==> config.mk <==
export PLATFORM = sky130hd
export DESIGN_NAME = integer_to_roman_encoder
export DESIGN_NICKNAME = d
export VERILOG_FILES = /design/src/hdl/i2r_pkg.sv /design/src/hdl/i2r_front.sv /design/src/hdl/i2r_queue.sv /design/src/hdl/i2r_back.sv /design/src/hdl/integer_to_roman_encoder.sv
export VERILOG_INCLUDE_DIRS = /design/src /design/src/hdl
export SDC_FILE = /design/constraint.sdc
export NUM_CORES = 1
export LEC_CHECK = 0
export BUFFER_PORTS_ARGS = -buffer_cell sky130_fd_sc_hd__buf_2
export CORE_UTILIZATION = 50
export DETAILED_ROUTE_END_ITERATION = 10
export PLACE_DENSITY = 0.76
export SLEW_MARGIN = 30
export SYNTH_ARGS = -nofsm -noshare
export SYNTH_HDL_FRONTEND = slang
export SYNTH_HIERARCHICAL = 1
export SYNTH_SLANG_ARGS = --single-unit
==> constraint.sdc <==
create_clock -name clk -period 6.2 [get_ports clk]
set_input_delay 0.31 -clock clk [delete_from_list [all_inputs] [get_ports clk]]
set_output_delay 0.31 -clock clk [all_outputs]
set_load 0.1 [all_outputs]
==> src/hdl/integer_to_roman_encoder_defines.svh <==
// ----------------------------------------------------------------------------
// Integer to Roman numeral encoder: assertion macros
// Shared concurrent assertion forms, clocked on clk and disabled while
// arst_n is asserted.
// ----------------------------------------------------------------------------
`ifndef INTEGER_TO_ROMAN_ENCODER_DEFINES_SVH
`define INTEGER_TO_ROMAN_ENCODER_DEFINES_SVH

// The consequent must hold in the same cycle as the antecedent.
`define I2R_ASSERT_SAME(lbl, ante, cons, msg) \
	lbl: assert property (@(posedge clk) disable iff (!arst_n) (ante) |-> (cons)) \
		else $error(msg);

// The consequent must hold in the cycle after the antecedent.
`define I2R_ASSERT_NEXT(lbl, ante, cons, msg) \
	lbl: assert property (@(posedge clk) disable iff (!arst_n) (ante) |=> (cons)) \
		else $error(msg);

`endif

==> src/hdl/i2r_pkg.sv <==
// ----------------------------------------------------------------------------
// Integer to Roman numeral encoder: package
// Symbol table, shared types and the greedy symbol selection function.
// ----------------------------------------------------------------------------
`default_nettype none

package i2r_pkg;

	localparam int VALUE_W     = 12;
	localparam int CHAR_W      = 7;
	localparam int NUM_SYMBOLS = 13;
	localparam int SYM_IDX_W   = $clog2(NUM_SYMBOLS);

	localparam logic [VALUE_W-1:0] MAX_VALUE = 12'd3999;

	// Depth of the queue between the front and back ends.
	localparam int QUEUE_DEPTH = 2;
	localparam int QPTR_W      = (QUEUE_DEPTH > 1) ? $clog2(QUEUE_DEPTH) : 1;
	localparam int QCNT_W      = $clog2(QUEUE_DEPTH + 1);

	// ASCII codes of the numeral letters.
	localparam logic [CHAR_W-1:0] CHAR_NONE = 7'h00;
	localparam logic [CHAR_W-1:0] CHAR_I    = 7'h49;
	localparam logic [CHAR_W-1:0] CHAR_V    = 7'h56;
	localparam logic [CHAR_W-1:0] CHAR_X    = 7'h58;
	localparam logic [CHAR_W-1:0] CHAR_L    = 7'h4C;
	localparam logic [CHAR_W-1:0] CHAR_C    = 7'h43;
	localparam logic [CHAR_W-1:0] CHAR_D    = 7'h44;
	localparam logic [CHAR_W-1:0] CHAR_M    = 7'h4D;

	// Symbol values from largest to smallest.
	localparam logic [VALUE_W-1:0] SYM_VALUE [NUM_SYMBOLS] = '{
		12'd1000, 12'd900, 12'd500, 12'd400, 12'd100, 12'd90, 12'd50,
		12'd40, 12'd10, 12'd9, 12'd5, 12'd4, 12'd1
	};

	// First letter of each symbol.
	localparam logic [CHAR_W-1:0] SYM_FIRST [NUM_SYMBOLS] = '{
		CHAR_M, CHAR_C, CHAR_D, CHAR_C, CHAR_C, CHAR_X, CHAR_L,
		CHAR_X, CHAR_X, CHAR_I, CHAR_V, CHAR_I, CHAR_I
	};

	// Second letter of each symbol, CHAR_NONE for one-letter symbols.
	localparam logic [CHAR_W-1:0] SYM_SECOND [NUM_SYMBOLS] = '{
		CHAR_NONE, CHAR_M, CHAR_NONE, CHAR_D, CHAR_NONE, CHAR_C, CHAR_NONE,
		CHAR_L, CHAR_NONE, CHAR_X, CHAR_NONE, CHAR_V, CHAR_NONE
	};

	// One classified transaction as it travels from front to back.
	typedef struct packed {
		logic [VALUE_W-1:0] value;
		logic               err;
	} q_item_t;

	// Queue status seen by both ends.
	typedef struct packed {
		logic empty;
		logic full;
	} q_status_t;

	// Encoder sequencer states.
	typedef enum logic [1:0] {
		ST_IDLE,
		ST_RUN,
		ST_SECOND
	} back_state_t;

	// Largest symbol whose value fits in rem. The compares are independent;
	// the lowest index that fits wins.
	function automatic logic [SYM_IDX_W-1:0] sym_pick(input logic [VALUE_W-1:0] rem);
		logic [SYM_IDX_W-1:0] pick;
		pick = SYM_IDX_W'(NUM_SYMBOLS - 1);
		for (int i = NUM_SYMBOLS - 1; i >= 0; i--) begin
			if (rem >= SYM_VALUE[i]) begin
				pick = SYM_IDX_W'(i);
			end
		end
		return pick;
	endfunction

endpackage

`default_nettype wire

==> src/hdl/i2r_front.sv <==
// ----------------------------------------------------------------------------
// Integer to Roman numeral encoder: front end
// Accepts input transactions, flags out-of-range values and hands the
// classified item to the queue.
// ----------------------------------------------------------------------------
`default_nettype none

module i2r_front (
	input  logic                          clk,
	input  logic                          arst_n,
	input  logic [i2r_pkg::VALUE_W-1:0]   value,
	input  logic                          push,
	output logic                          full,
	input  i2r_pkg::q_status_t            q_stat,
	output logic                          q_push,
	output i2r_pkg::q_item_t              q_wr_item
);
	import i2r_pkg::*;

	logic    valid_s1;
	q_item_t item_s1;
	logic    accept;
	logic    load_s1;

	// The stage drains into the queue whenever the queue has room.
	assign q_push    = valid_s1 && !q_stat.full;
	assign q_wr_item = item_s1;
	assign full      = valid_s1 && q_stat.full;
	assign accept    = push && !full;
	assign load_s1   = !valid_s1 || q_push;

	// Stage occupancy.
	always_ff @(posedge clk or negedge arst_n) begin
		if (!arst_n) begin
			valid_s1 <= 1'b0;
		end else if (load_s1) begin
			valid_s1 <= accept;
		end
	end

	// Capture the value and classify it as out of range or not.
	always_ff @(posedge clk) begin
		if (load_s1 && accept) begin
			item_s1.value <= value;
			item_s1.err   <= (value == '0) || (value > MAX_VALUE);
		end
	end

endmodule

`default_nettype wire

==> src/hdl/i2r_queue.sv <==
// ----------------------------------------------------------------------------
// Integer to Roman numeral encoder: decoupling queue
// A short register queue that lets the front and back ends stall
// independently of each other.
// ----------------------------------------------------------------------------
`default_nettype none

module i2r_queue (
	input  logic                clk,
	input  logic                arst_n,
	input  logic                q_push,
	input  i2r_pkg::q_item_t    q_wr_item,
	input  logic                q_pop,
	output i2r_pkg::q_item_t    q_rd_item,
	output i2r_pkg::q_status_t  q_stat
);
	import i2r_pkg::*;

	q_item_t             entry_q [QUEUE_DEPTH];
	logic [QPTR_W-1:0]   wr_ptr_q;
	logic [QPTR_W-1:0]   rd_ptr_q;
	logic [QCNT_W-1:0]   count_q;
	logic                do_push;
	logic                do_pop;

	assign q_stat.empty = (count_q == '0);
	assign q_stat.full  = (count_q == QCNT_W'(QUEUE_DEPTH));
	assign do_push      = q_push && !q_stat.full;
	assign do_pop       = q_pop && !q_stat.empty;
	assign q_rd_item    = entry_q[rd_ptr_q];

	// Pointers and fill count.
	always_ff @(posedge clk or negedge arst_n) begin
		if (!arst_n) begin
			wr_ptr_q <= '0;
			rd_ptr_q <= '0;
			count_q  <= '0;
		end else begin
			if (do_push) begin
				wr_ptr_q <= (wr_ptr_q == QPTR_W'(QUEUE_DEPTH - 1)) ? '0 : wr_ptr_q + 1'b1;
			end
			if (do_pop) begin
				rd_ptr_q <= (rd_ptr_q == QPTR_W'(QUEUE_DEPTH - 1)) ? '0 : rd_ptr_q + 1'b1;
			end
			if (do_push && !do_pop) begin
				count_q <= count_q + 1'b1;
			end else if (do_pop && !do_push) begin
				count_q <= count_q - 1'b1;
			end
		end
	end

	// Entry storage.
	always_ff @(posedge clk) begin
		if (do_push) begin
			entry_q[wr_ptr_q] <= q_wr_item;
		end
	end

endmodule

`default_nettype wire

==> src/hdl/i2r_back.sv <==
// ----------------------------------------------------------------------------
// Integer to Roman numeral encoder: back end
// Takes classified items from the queue and emits the numeral one letter
// per cycle into the result register while it is free or being taken.
// ----------------------------------------------------------------------------
`default_nettype none

module i2r_back (
	input  logic                          clk,
	input  logic                          arst_n,
	input  i2r_pkg::q_status_t            q_stat,
	input  i2r_pkg::q_item_t              q_rd_item,
	output logic                          q_pop,
	input  logic                          pop,
	output logic                          empty,
	output logic [i2r_pkg::CHAR_W-1:0]    character,
	output logic                          last,
	output logic                          error
);
	import i2r_pkg::*;

	back_state_t          state_q;
	back_state_t          state_n;
	logic [VALUE_W-1:0]   rem_q;
	logic [CHAR_W-1:0]    sec_char_q;
	logic                 out_valid_q;
	logic [CHAR_W-1:0]    char_q;
	logic                 last_q;
	logic                 err_q;

	logic                 adv;
	logic [VALUE_W-1:0]   src_rem;
	logic [SYM_IDX_W-1:0] sym_idx;
	logic [VALUE_W-1:0]   rem_n;
	logic                 two_letter;
	logic                 step_en;
	logic [CHAR_W-1:0]    res_char;
	logic                 res_last;
	logic                 res_err;

	// The result register advances when it is free or being taken.
	assign adv   = !out_valid_q || pop;
	assign empty = !out_valid_q;

	// Greedy symbol choice on the remainder of the current value.
	always_comb begin
		src_rem    = (state_q == ST_IDLE) ? q_rd_item.value : rem_q;
		sym_idx    = sym_pick(src_rem);
		rem_n      = src_rem - SYM_VALUE[sym_idx];
		two_letter = (SYM_SECOND[sym_idx] != CHAR_NONE);
	end

	// Next state.
	always_comb begin
		state_n = state_q;
		unique case (state_q)
			ST_IDLE: begin
				if (!q_stat.empty && adv) begin
					if (q_rd_item.err) begin
						state_n = ST_IDLE;
					end else if (two_letter) begin
						state_n = ST_SECOND;
					end else begin
						state_n = (rem_n == '0) ? ST_IDLE : ST_RUN;
					end
				end
			end
			ST_RUN: begin
				if (adv) begin
					if (two_letter) begin
						state_n = ST_SECOND;
					end else begin
						state_n = (rem_n == '0) ? ST_IDLE : ST_RUN;
					end
				end
			end
			ST_SECOND: begin
				if (adv) begin
					state_n = (rem_q == '0) ? ST_IDLE : ST_RUN;
				end
			end
			default: begin
				state_n = ST_IDLE;
			end
		endcase
	end

	// Outputs of the sequencer: the letter produced this cycle.
	always_comb begin
		step_en  = 1'b0;
		q_pop    = 1'b0;
		res_char = SYM_FIRST[sym_idx];
		res_last = !two_letter && (rem_n == '0);
		res_err  = 1'b0;
		unique case (state_q)
			ST_IDLE: begin
				step_en = !q_stat.empty && adv;
				q_pop   = step_en;
				if (q_rd_item.err) begin
					res_char = CHAR_NONE;
					res_last = 1'b1;
					res_err  = 1'b1;
				end
			end
			ST_RUN: begin
				step_en = adv;
			end
			ST_SECOND: begin
				step_en  = adv;
				res_char = sec_char_q;
				res_last = (rem_q == '0);
			end
			default: begin
				step_en = 1'b0;
			end
		endcase
	end

	// Sequencer state and result register occupancy.
	always_ff @(posedge clk or negedge arst_n) begin
		if (!arst_n) begin
			state_q     <= ST_IDLE;
			out_valid_q <= 1'b0;
		end else begin
			state_q <= state_n;
			if (adv) begin
				out_valid_q <= step_en;
			end
		end
	end

	// Remainder, pending second letter and result payload.
	always_ff @(posedge clk) begin
		if (step_en && (state_q != ST_SECOND)) begin
			rem_q      <= rem_n;
			sec_char_q <= SYM_SECOND[sym_idx];
		end
		if (step_en) begin
			char_q <= res_char;
			last_q <= res_last;
			err_q  <= res_err;
		end
	end

	assign character = char_q;
	assign last      = last_q;
	assign error     = err_q;

endmodule

`default_nettype wire

==> src/hdl/integer_to_roman_encoder.sv <==
// ----------------------------------------------------------------------------
// Integer to Roman numeral encoder: top level
// Converts 12-bit integers to Roman numerals, one ASCII letter per result.
// ----------------------------------------------------------------------------
// Each input transaction carries a value; the block returns its Roman numeral
// as a run of result transactions, one ASCII letter each, largest symbol
// first, with last set on the final letter. A value of 0 or above 3999 gives
// a single result with character 0, last 1 and error 1. Both sides behave
// like a queue: push is taken while full is low, and the oldest result sits
// on the result ports while empty is low until pop takes it. The back-end
// sequencer emits one letter per cycle while the result register is free
// or being taken; a numeral has 1 to 15 letters, the most for 3888, and an
// out-of-range value gives one result. The earliest letter passes through
// the input stage and a queue entry before the result register. An input
// stage and a two-entry queue let up to three further values be accepted
// while a numeral is still being emitted or a result waits to be taken.
`default_nettype none

module integer_to_roman_encoder (
	input  logic                          clk,
	input  logic                          arst_n,
	input  logic [i2r_pkg::VALUE_W-1:0]   value,
	input  logic                          push,
	output logic                          full,
	output logic [i2r_pkg::CHAR_W-1:0]    character,
	output logic                          last,
	output logic                          error,
	output logic                          empty,
	input  logic                          pop
);
	import i2r_pkg::*;

	`include "integer_to_roman_encoder_defines.svh"

	q_status_t q_stat;
	q_item_t   q_wr_item;
	q_item_t   q_rd_item;
	logic      q_push;
	logic      q_pop;

	// Front end: accepts and classifies values.
	i2r_front u_front (
		.clk       (clk),
		.arst_n    (arst_n),
		.value     (value),
		.push      (push),
		.full      (full),
		.q_stat    (q_stat),
		.q_push    (q_push),
		.q_wr_item (q_wr_item)
	);

	// Queue between the two ends.
	i2r_queue u_queue (
		.clk       (clk),
		.arst_n    (arst_n),
		.q_push    (q_push),
		.q_wr_item (q_wr_item),
		.q_pop     (q_pop),
		.q_rd_item (q_rd_item),
		.q_stat    (q_stat)
	);

	// Back end: emits the letters.
	i2r_back u_back (
		.clk       (clk),
		.arst_n    (arst_n),
		.q_stat    (q_stat),
		.q_rd_item (q_rd_item),
		.q_pop     (q_pop),
		.pop       (pop),
		.empty     (empty),
		.character (character),
		.last      (last),
		.error     (error)
	);

	// An error result is always a single, empty letter.
	`I2R_ASSERT_SAME(a_err_single, !empty && error, last && (character == CHAR_NONE), "bad error result")

	// A letter result always carries a nonzero code.
	`I2R_ASSERT_SAME(a_letter_code, !empty && !error, character != CHAR_NONE, "null letter code")

	// An accepted transaction moves on to the queue or holds the front stage.
	`I2R_ASSERT_NEXT(a_front_keep, push && !full, q_push || full, "front end dropped a transaction")

	// The back end never takes an item from an empty queue.
	`I2R_ASSERT_SAME(a_pop_nonempty, q_pop, !q_stat.empty, "back end popped an empty queue")

endmodule

`default_nettype wire

# Yosys cells after proc, flatten, opt, wreduce, memory -nomap -nowiden
# Memory sizes are Yosys's and may differ from the RTL's.
# Cells that the tools add are included.
[op_classes] shifts=0 multipliers=0 n_mux=40 magnitude_cmp=14 eq_ne=7 n_reduce_logical=31 div_mod_pow=0 addsub=5 bitwise_logic=1
[ops] cell="$mux W4" n=11
[ops] cell="$logic_not A12 Y1" n=3
[ops] cell="$mux W12" n=3
[ops] cell="$mux W7" n=5
[ops] cell="$ge A12 B10 Y1 const B" n=2
[ops] cell="$ge A12 B3 Y1 const B" n=2
[ops] cell="$ge A12 B4 Y1 const B" n=2
[ops] cell="$ge A12 B6 Y1 const B" n=2
[ops] cell="$ge A12 B7 Y1 const B" n=2
[ops] cell="$ge A12 B9 Y1 const B" n=2
[ops] cell="$mux W2" n=7
[ops] cell="$pmux W7 S2" n=1
[ops] cell="$gt A12 B12 Y1 const B" n=1
[ops] cell="$sub A12 B12 Y12" n=1
[ops] cell="$logic_and A1 B1 Y1" n=11
[ops] cell="$mux W1" n=9
[ops] cell="$logic_not A1 Y1" n=8
[ops] cell="$reduce_bool A7 Y1" n=1
[ops] cell="$pmux W2 S3" n=1
[ops] cell="$ge A5 B5 Y1 const B" n=1
[ops] cell="$not A4 Y5" n=1
[ops] cell="$eq A2 B2 Y1 const B" n=2
[ops] cell="$logic_not A2 Y1" n=2
[ops] cell="$ne A2 B1 Y1 const B" n=2
[ops] cell="other kinds (11)" n=16
[totals] mem_bits_rw=26 inputBits=16 latchBits=0 elab_cells=115 regBits=49 out_inout_bits=11 mem_count=4 romBits=416
[memory_table] name="(no name shown)" words=16 word_bits=12 rd=1 rd_clocked_by_memory_dff=0 write_ports=0 line_no="i2r_back.sv:49" rtl="rem_n = src_rem - SYM_VALUE[sym_idx];"
[memory_table] name="(no name shown)" words=16 word_bits=7 rd=1 rd_clocked_by_memory_dff=0 write_ports=0 line_no="i2r_back.sv:136" rtl="sec_char_q <= SYM_SECOND[sym_idx];"
[memory_table] name="(no name shown)" words=16 word_bits=7 rd=1 rd_clocked_by_memory_dff=0 write_ports=0 line_no="i2r_back.sv:92" rtl="res_char = SYM_FIRST[sym_idx];"
[memory_table] name="u_queue.entry_q" words=2 word_bits=13 rd=1 rd_clocked_by_memory_dff=0 write_ports=1 line_no="i2r_queue.sv:19" rtl="q_item_t entry_q [QUEUE_DEPTH];"

# Logic depth before layout (Yosys ltp)
[logic_depth] ltp_word=26 ltp_mapped=23 mapped_depth_nobuf=21

# Hierarchy
# Netlist, hierarchy kept.
[by_module_without_submodules] module="i2r_back" seq_area_each_um2=855.8 cells_per_inst=311 area_each_um2=2717.6 n_inst=1
[by_module_without_submodules] module="i2r_queue" seq_area_each_um2=880.8 cells_per_inst=59 area_each_um2=1168.6 n_inst=1
[by_module_without_submodules] module="i2r_front" seq_area_each_um2=415.4 cells_per_inst=25 area_each_um2=486.7 n_inst=1

# Worst setup path after synthesis
# Ideal clock, no wire load.
[synth_timing] kind="reg-to-reg" start="register u_queue.rd_ptr_q" end="register u_back.last_q (netlist: u_back/last) (data pin)" t_required_ns=6.069 path_stages_with_launch=20 arrival_time_ns=4.939 setup_ns=0.131 setup_slack_ns=1.130 path_buffers=1 period_less_slack_ns=5.070 cell_sequence="dfrtp_1 buf_6 mux2_4 nor3_1 nand4b_1 a221oi_1 o21bai_1 a21oi_1 ha_1 a21oi_1 ha_1 inv_1 fa_1 a21o_1 a21oi_2 xnor2_1 or4_1 or4_1 nor4_2 a31o_1"
[synth_lines] item="from (decl)" line_no="i2r_queue.sv:21" rtl="logic [QPTR_W-1:0] rd_ptr_q;"
[synth_lines] item="from (signal assigned)" line_no="i2r_queue.sv:43" rtl="rd_ptr_q <= (rd_ptr_q == QPTR_W'(QUEUE_DEPTH - 1)) ? '0 : rd_ptr_q + 1'b1;"
[synth_lines] item="to (signal assigned)" line_no="i2r_back.sv:140" rtl="last_q <= res_last;"
[synth_lines] item="to (decl)" line_no="i2r_back.sv:28" rtl="logic last_q;"

# Worst setup path in the final report
[layout_timing] start="register u_back.state_q[1]" end="register u_back.last_q (netlist: u_back/last) (data pin)"
[layout_between] elab_chain_cells=24 elab_cells_between_ends=41 cone_classes="add/sub (1); order compare (12); eq/ne (1); mux (19); bitwise (1); reduce/logical (5); memory (2)"
[layout_rtl] item="from (decl)" line_no="i2r_back.sv:22" rtl="back_state_t state_q;"
[layout_rtl] item="from (signal assigned)" line_no="i2r_back.sv:125" rtl="state_q <= state_n;"
[layout_rtl] item="$logic_not A2 Y1 (*)" line_no="i2r_back.sv:47" rtl="src_rem = (state_q == ST_IDLE) ? q_rd_item.value : rem_q;"
[layout_rtl] item="$mux W12 (*)" line_no="i2r_back.sv:47"
[layout_rtl] item="$ge A12 B3 Y1" line_no="i2r_pkg.sv:74" rtl="if (rem >= SYM_VALUE[i]) begin"
[layout_rtl] item="$mux W3" line_no="i2r_pkg.sv:74"
[layout_rtl] item="$mux W4 (11 in a row)" line_no="i2r_pkg.sv:74"
[layout_rtl] item="$not A4 Y5 (implied by the code)" line_no="i2r_back.sv:49"
[layout_rtl] item="$mem_v2 Z16 W12"
[layout_rtl] item="$mux W12 (implied by the code) (2 in a row)" line_no="i2r_back.sv:49"
[layout_rtl] item="$sub A12 B12 Y12 (*)" line_no="i2r_back.sv:49"
[layout_rtl] item="net u_back.rem_n[6]" line_no="i2r_back.sv:34" rtl="logic [VALUE_W-1:0] rem_n;"
[layout_rtl] item="$logic_not A12 Y1 (*)" line_no="i2r_back.sv:93" rtl="res_last = !two_letter && (rem_n == '0);"
[layout_rtl] item="$logic_and A1 B1 Y1 (*)" line_no="i2r_back.sv:93"
[layout_rtl] item="$mux W1" line_no="i2r_back.sv:99" rtl="if (q_rd_item.err) begin"
[layout_rtl] item="$pmux W1 S2 (*)" line_no="i2r_back.sv:95" rtl="unique case (state_q)"
[layout_rtl] item="net u_back.res_last" line_no="i2r_back.sv:38" rtl="logic res_last;"
# Mark *: on every way through the listed nets, which the timed path passes. The rest lies on a longest branch. The select of a mux whose other input is x is not followed.
# A chain may end at the register's enable or synchronous reset.

==> impl_metrics.toml <==
[status]
status = "finished, final reports clean"

[clock_tree]
cts_root_buf = "clkbuf_8"
cts_tree = "done"
cts_buffer_depth = 2
cts_made_buffers = 9
htreeDepth = 3
clock_sinks = 73
clkTransAtPathRegs_ns = 0.09
clk_latency_ns = 0.35

[drt]
routed-via-count = 3218
met3_length_um = 342
drt_first_pass_iters = 4
ant_nets = 0
drt_iter0_markers = 136
viasPerCell = 5.959
top_layer_used = "met4"
detail_route.wl_per_cell_um = 17.62
wl_met2_um = 4840
wl_met1_um = 4177
drc = 0
drt_wl_total_um = 9517

[global_route]
antenna_found_initial = 0
grt_max_degree = 19
grt_overflow = 0
grt_pass1_wl_um = 15260
track_usage_pct = 22.49
grt_pass1_vias = 3136

[final_layout]
multi_input_area_um2 = 2101
final_area_um2 = 4856
num-fill-cells = 706
area_growth_pct = 11.04
register_area_um2 = 2153
layout-drive-gt1-share_pct = 18.39
diodes = 0
final_cells = 540
finalNetCount = 468

[critical_path]
crit_family = "compound AO/OA/AOI/OAI gates"
cp_common_cell = "a21oi_1"
cp.arrival_ns = 5.95
rr_worst_depth = 21
cpPeakStageDelay_ns = 0.52
crit_path_end_kind = "register"
cp_num_buf_inv = 3
path_class = "reg2reg"
cp.required_ns = 6.41
crit_path_top_delay_cell = "or4_1"
startpoint_type = "register"
crit_chain = "inv_1, ha_1, buf_4, mux2i_1, o211ai_1, a221oi_2, o21bai_1, a21oi_1, inv_1, ha_1, nor2_1, a21oi_1, a21oi_1, ha_1, a211oi_1, o21ai_0, a21oi_1, xnor2_1, or4_1, nor4_2, a31o_1"
cp_max_fo = 16
worst-path-stages = 21

[synthesis]
synth_top_area_share_pct = 44.64
synth.ff_latch_count = 73
yosysUniqueCellTypes = 71
async_reset_ff_share_pct = 10.96
syn_area_um2 = 4373
syn-num-nets = 433
yosysSeqAreaShare_pct = 49.21
synth_cells = 395
avgSynthCellArea_um2 = 11.07
yosys.area.top_type = "edfxtp_1"
synth_flop_cell = "edfxtp_1"
synth_edf_count = 65
yosys_warnings = 6
synth_area_leaders = "edfxtp_1 (45%), ha_1 (6.0%), dfrtp_1 (4.6%), mux2_4 (3.1%), nand2_1 (3.1%)"

[placed_design]
dp_cells = 521
placed_cell_area_um2 = 4612
gp_congestion = 0.8756
hpwl_um = 7200
port_buffers = 25

[sta]
rsz0062_at_grt = "false"
setup_viol = 0
whs_ns = 0.1471
timing.fmax_mhz = 174.2
fin_skew_ns = 0.01220
slew_violations = 0
period_needed_ns = 5.742
slew_headroom_pct = 50.43
tightestPinTransition_ns = 0.7427
fin_crit_sh_pct = 92.61
final_hold_viol_count = 0
fin_tns_setup_ns = 0

[min_path]
hold_path.class = "in2reg"
whs_path_depth = 1

[floorplan]
dieArea_um2 = 9124
core_um2 = 8341
start_util_pct = 52.43
rows = 33
fp.dieH_um = 95.52
die_w_um = 95.52
pin_count = 27

[flow_run]
cap_violations = 0
## final timing paths
kind                                                start  slack [ns]                         endpoint
setup / recovery            u_back/state_q[1]$_DFFE_PN0P_        0.46            u_back/last$_DFFE_PP_
hold / removal                                   value[4]        0.15   u_front/q_wr_item[5]$_DFFE_PP_
setup reg to reg            u_back/state_q[1]$_DFFE_PN0P_        0.46            u_back/last$_DFFE_PP_
hold reg to reg            u_front/q_wr_item[4]$_DFFE_PP_        0.45  u_queue/entry_q[0][4]$_DFFE_PP_
max in group asynchronous                          arst_n        5.65     u_queue/rd_ptr_q$_DFFE_PN0P_
min in group asynchronous                          arst_n        0.34   u_back/out_valid_q$_DFFE_PN0N_
## timing repair
| item | CTS | global route |
|---|---|---|
| setup buffers | 0 | 2 |
| hold buffers | 1 | 0 |
| hold endpoints to repair | 8 | 0 |
| resized for setup | 0 | 3 |
| endpoints found under the setup margin | 0 | 2 |
## per-layer routing
metal	track usage, %	vias to the layer above
li1	-	1557
met1	27.53	1573
met2	38.93	72
met3	4.625	16
met4	8.458	0
met5	0	-
## per-stage QoR
stage	utilization [%]	setup slack [ns]
after detailed placement	55.30	0.3530
final	58.22	0.4585
after floorplan	-	1.130
after global placement	55.24	0.5432
after CTS	57.91	0.2914
after global routing	58.22	0.05774
## logic make-up (layout without fill, tap and decap cells)
kind of cell,count (synthesis),in the layout,share of synthesized area [%]
AO/OA/AOI/OAI,96,96,14.85
XOR/XNOR,12,12,2.403
adder cells (fa/ha/maj),22,22,6.466
buffers and inverters,29,69,3.090
flip-flops,73,73,49.21
multiplexers,27,27,7.554
other,1,1,0.08575
AND/OR/NAND/NOR,135,135,16.34
## cells in the final DEF (no fill, tap or decap), types with 8 or more instances in the layout
master / instances
buf_2: 25
mux2_2: 8
mux2_4: 9
o21ai_0: 25
nor2_1: 26
clkbuf_8: 9
inv_1: 18
ha_1: 21
a21oi_1: 18
edfxtp_1: 65
nand2_1: 36
nand3_1: 12
## flip-flops by register name, summed over array words and instances, names as in the netlist
name and flops:
u_back/error 1, u_queue/count_q 2, u_back/character 6, u_back/sec_char_q 6
u_front/valid_s1 1, u_queue/wr_ptr_q 1, u_queue/rd_ptr_q 1, u_back/last 1
u_queue/entry_q 26, u_front/q_wr_item 13, u_back/rem_q 12, u_back/state_q 2
u_back/out_valid_q 1
## synthesized netlist by cell type, types with 3 or more instances
master	number
a211o_1	4
edfxtp_1	65
nor4_1	5
o211ai_1	5
nor3b_1	4
nor3_1	7
xnor2_1	7
o31ai_1	4
mux2_2	8
a21o_1	4
buf_2	3
mux2i_1	6
o21bai_1	3
inv_1	18
nand2_1	36
or3_1	4
nor2_1	27
nand2b_1	7
mux2_1	4
xor2_1	5
or4_1	3
and2_1	6
and3_1	3
mux2_4	9
nand3_1	12
dfrtp_1	8
o21ai_0	25
a21oi_1	19
nor2b_1	7
a211oi_1	4
o22ai_1	3
ha_1	21
## cell type report
type                       count  share of cell area, %
clock buffer                   9                  2.551
clock inverter                 7                  1.726
inverter                      20                  1.546
multi-input combinational    293                  43.26
sequential                    73                  44.34
tap                          105                  2.705
timing repair buffer          33                  3.865
Power is left out: the tool's default activity adds up to more than one toggle a clock period on the data nets, which glitch-free logic cannot reach.
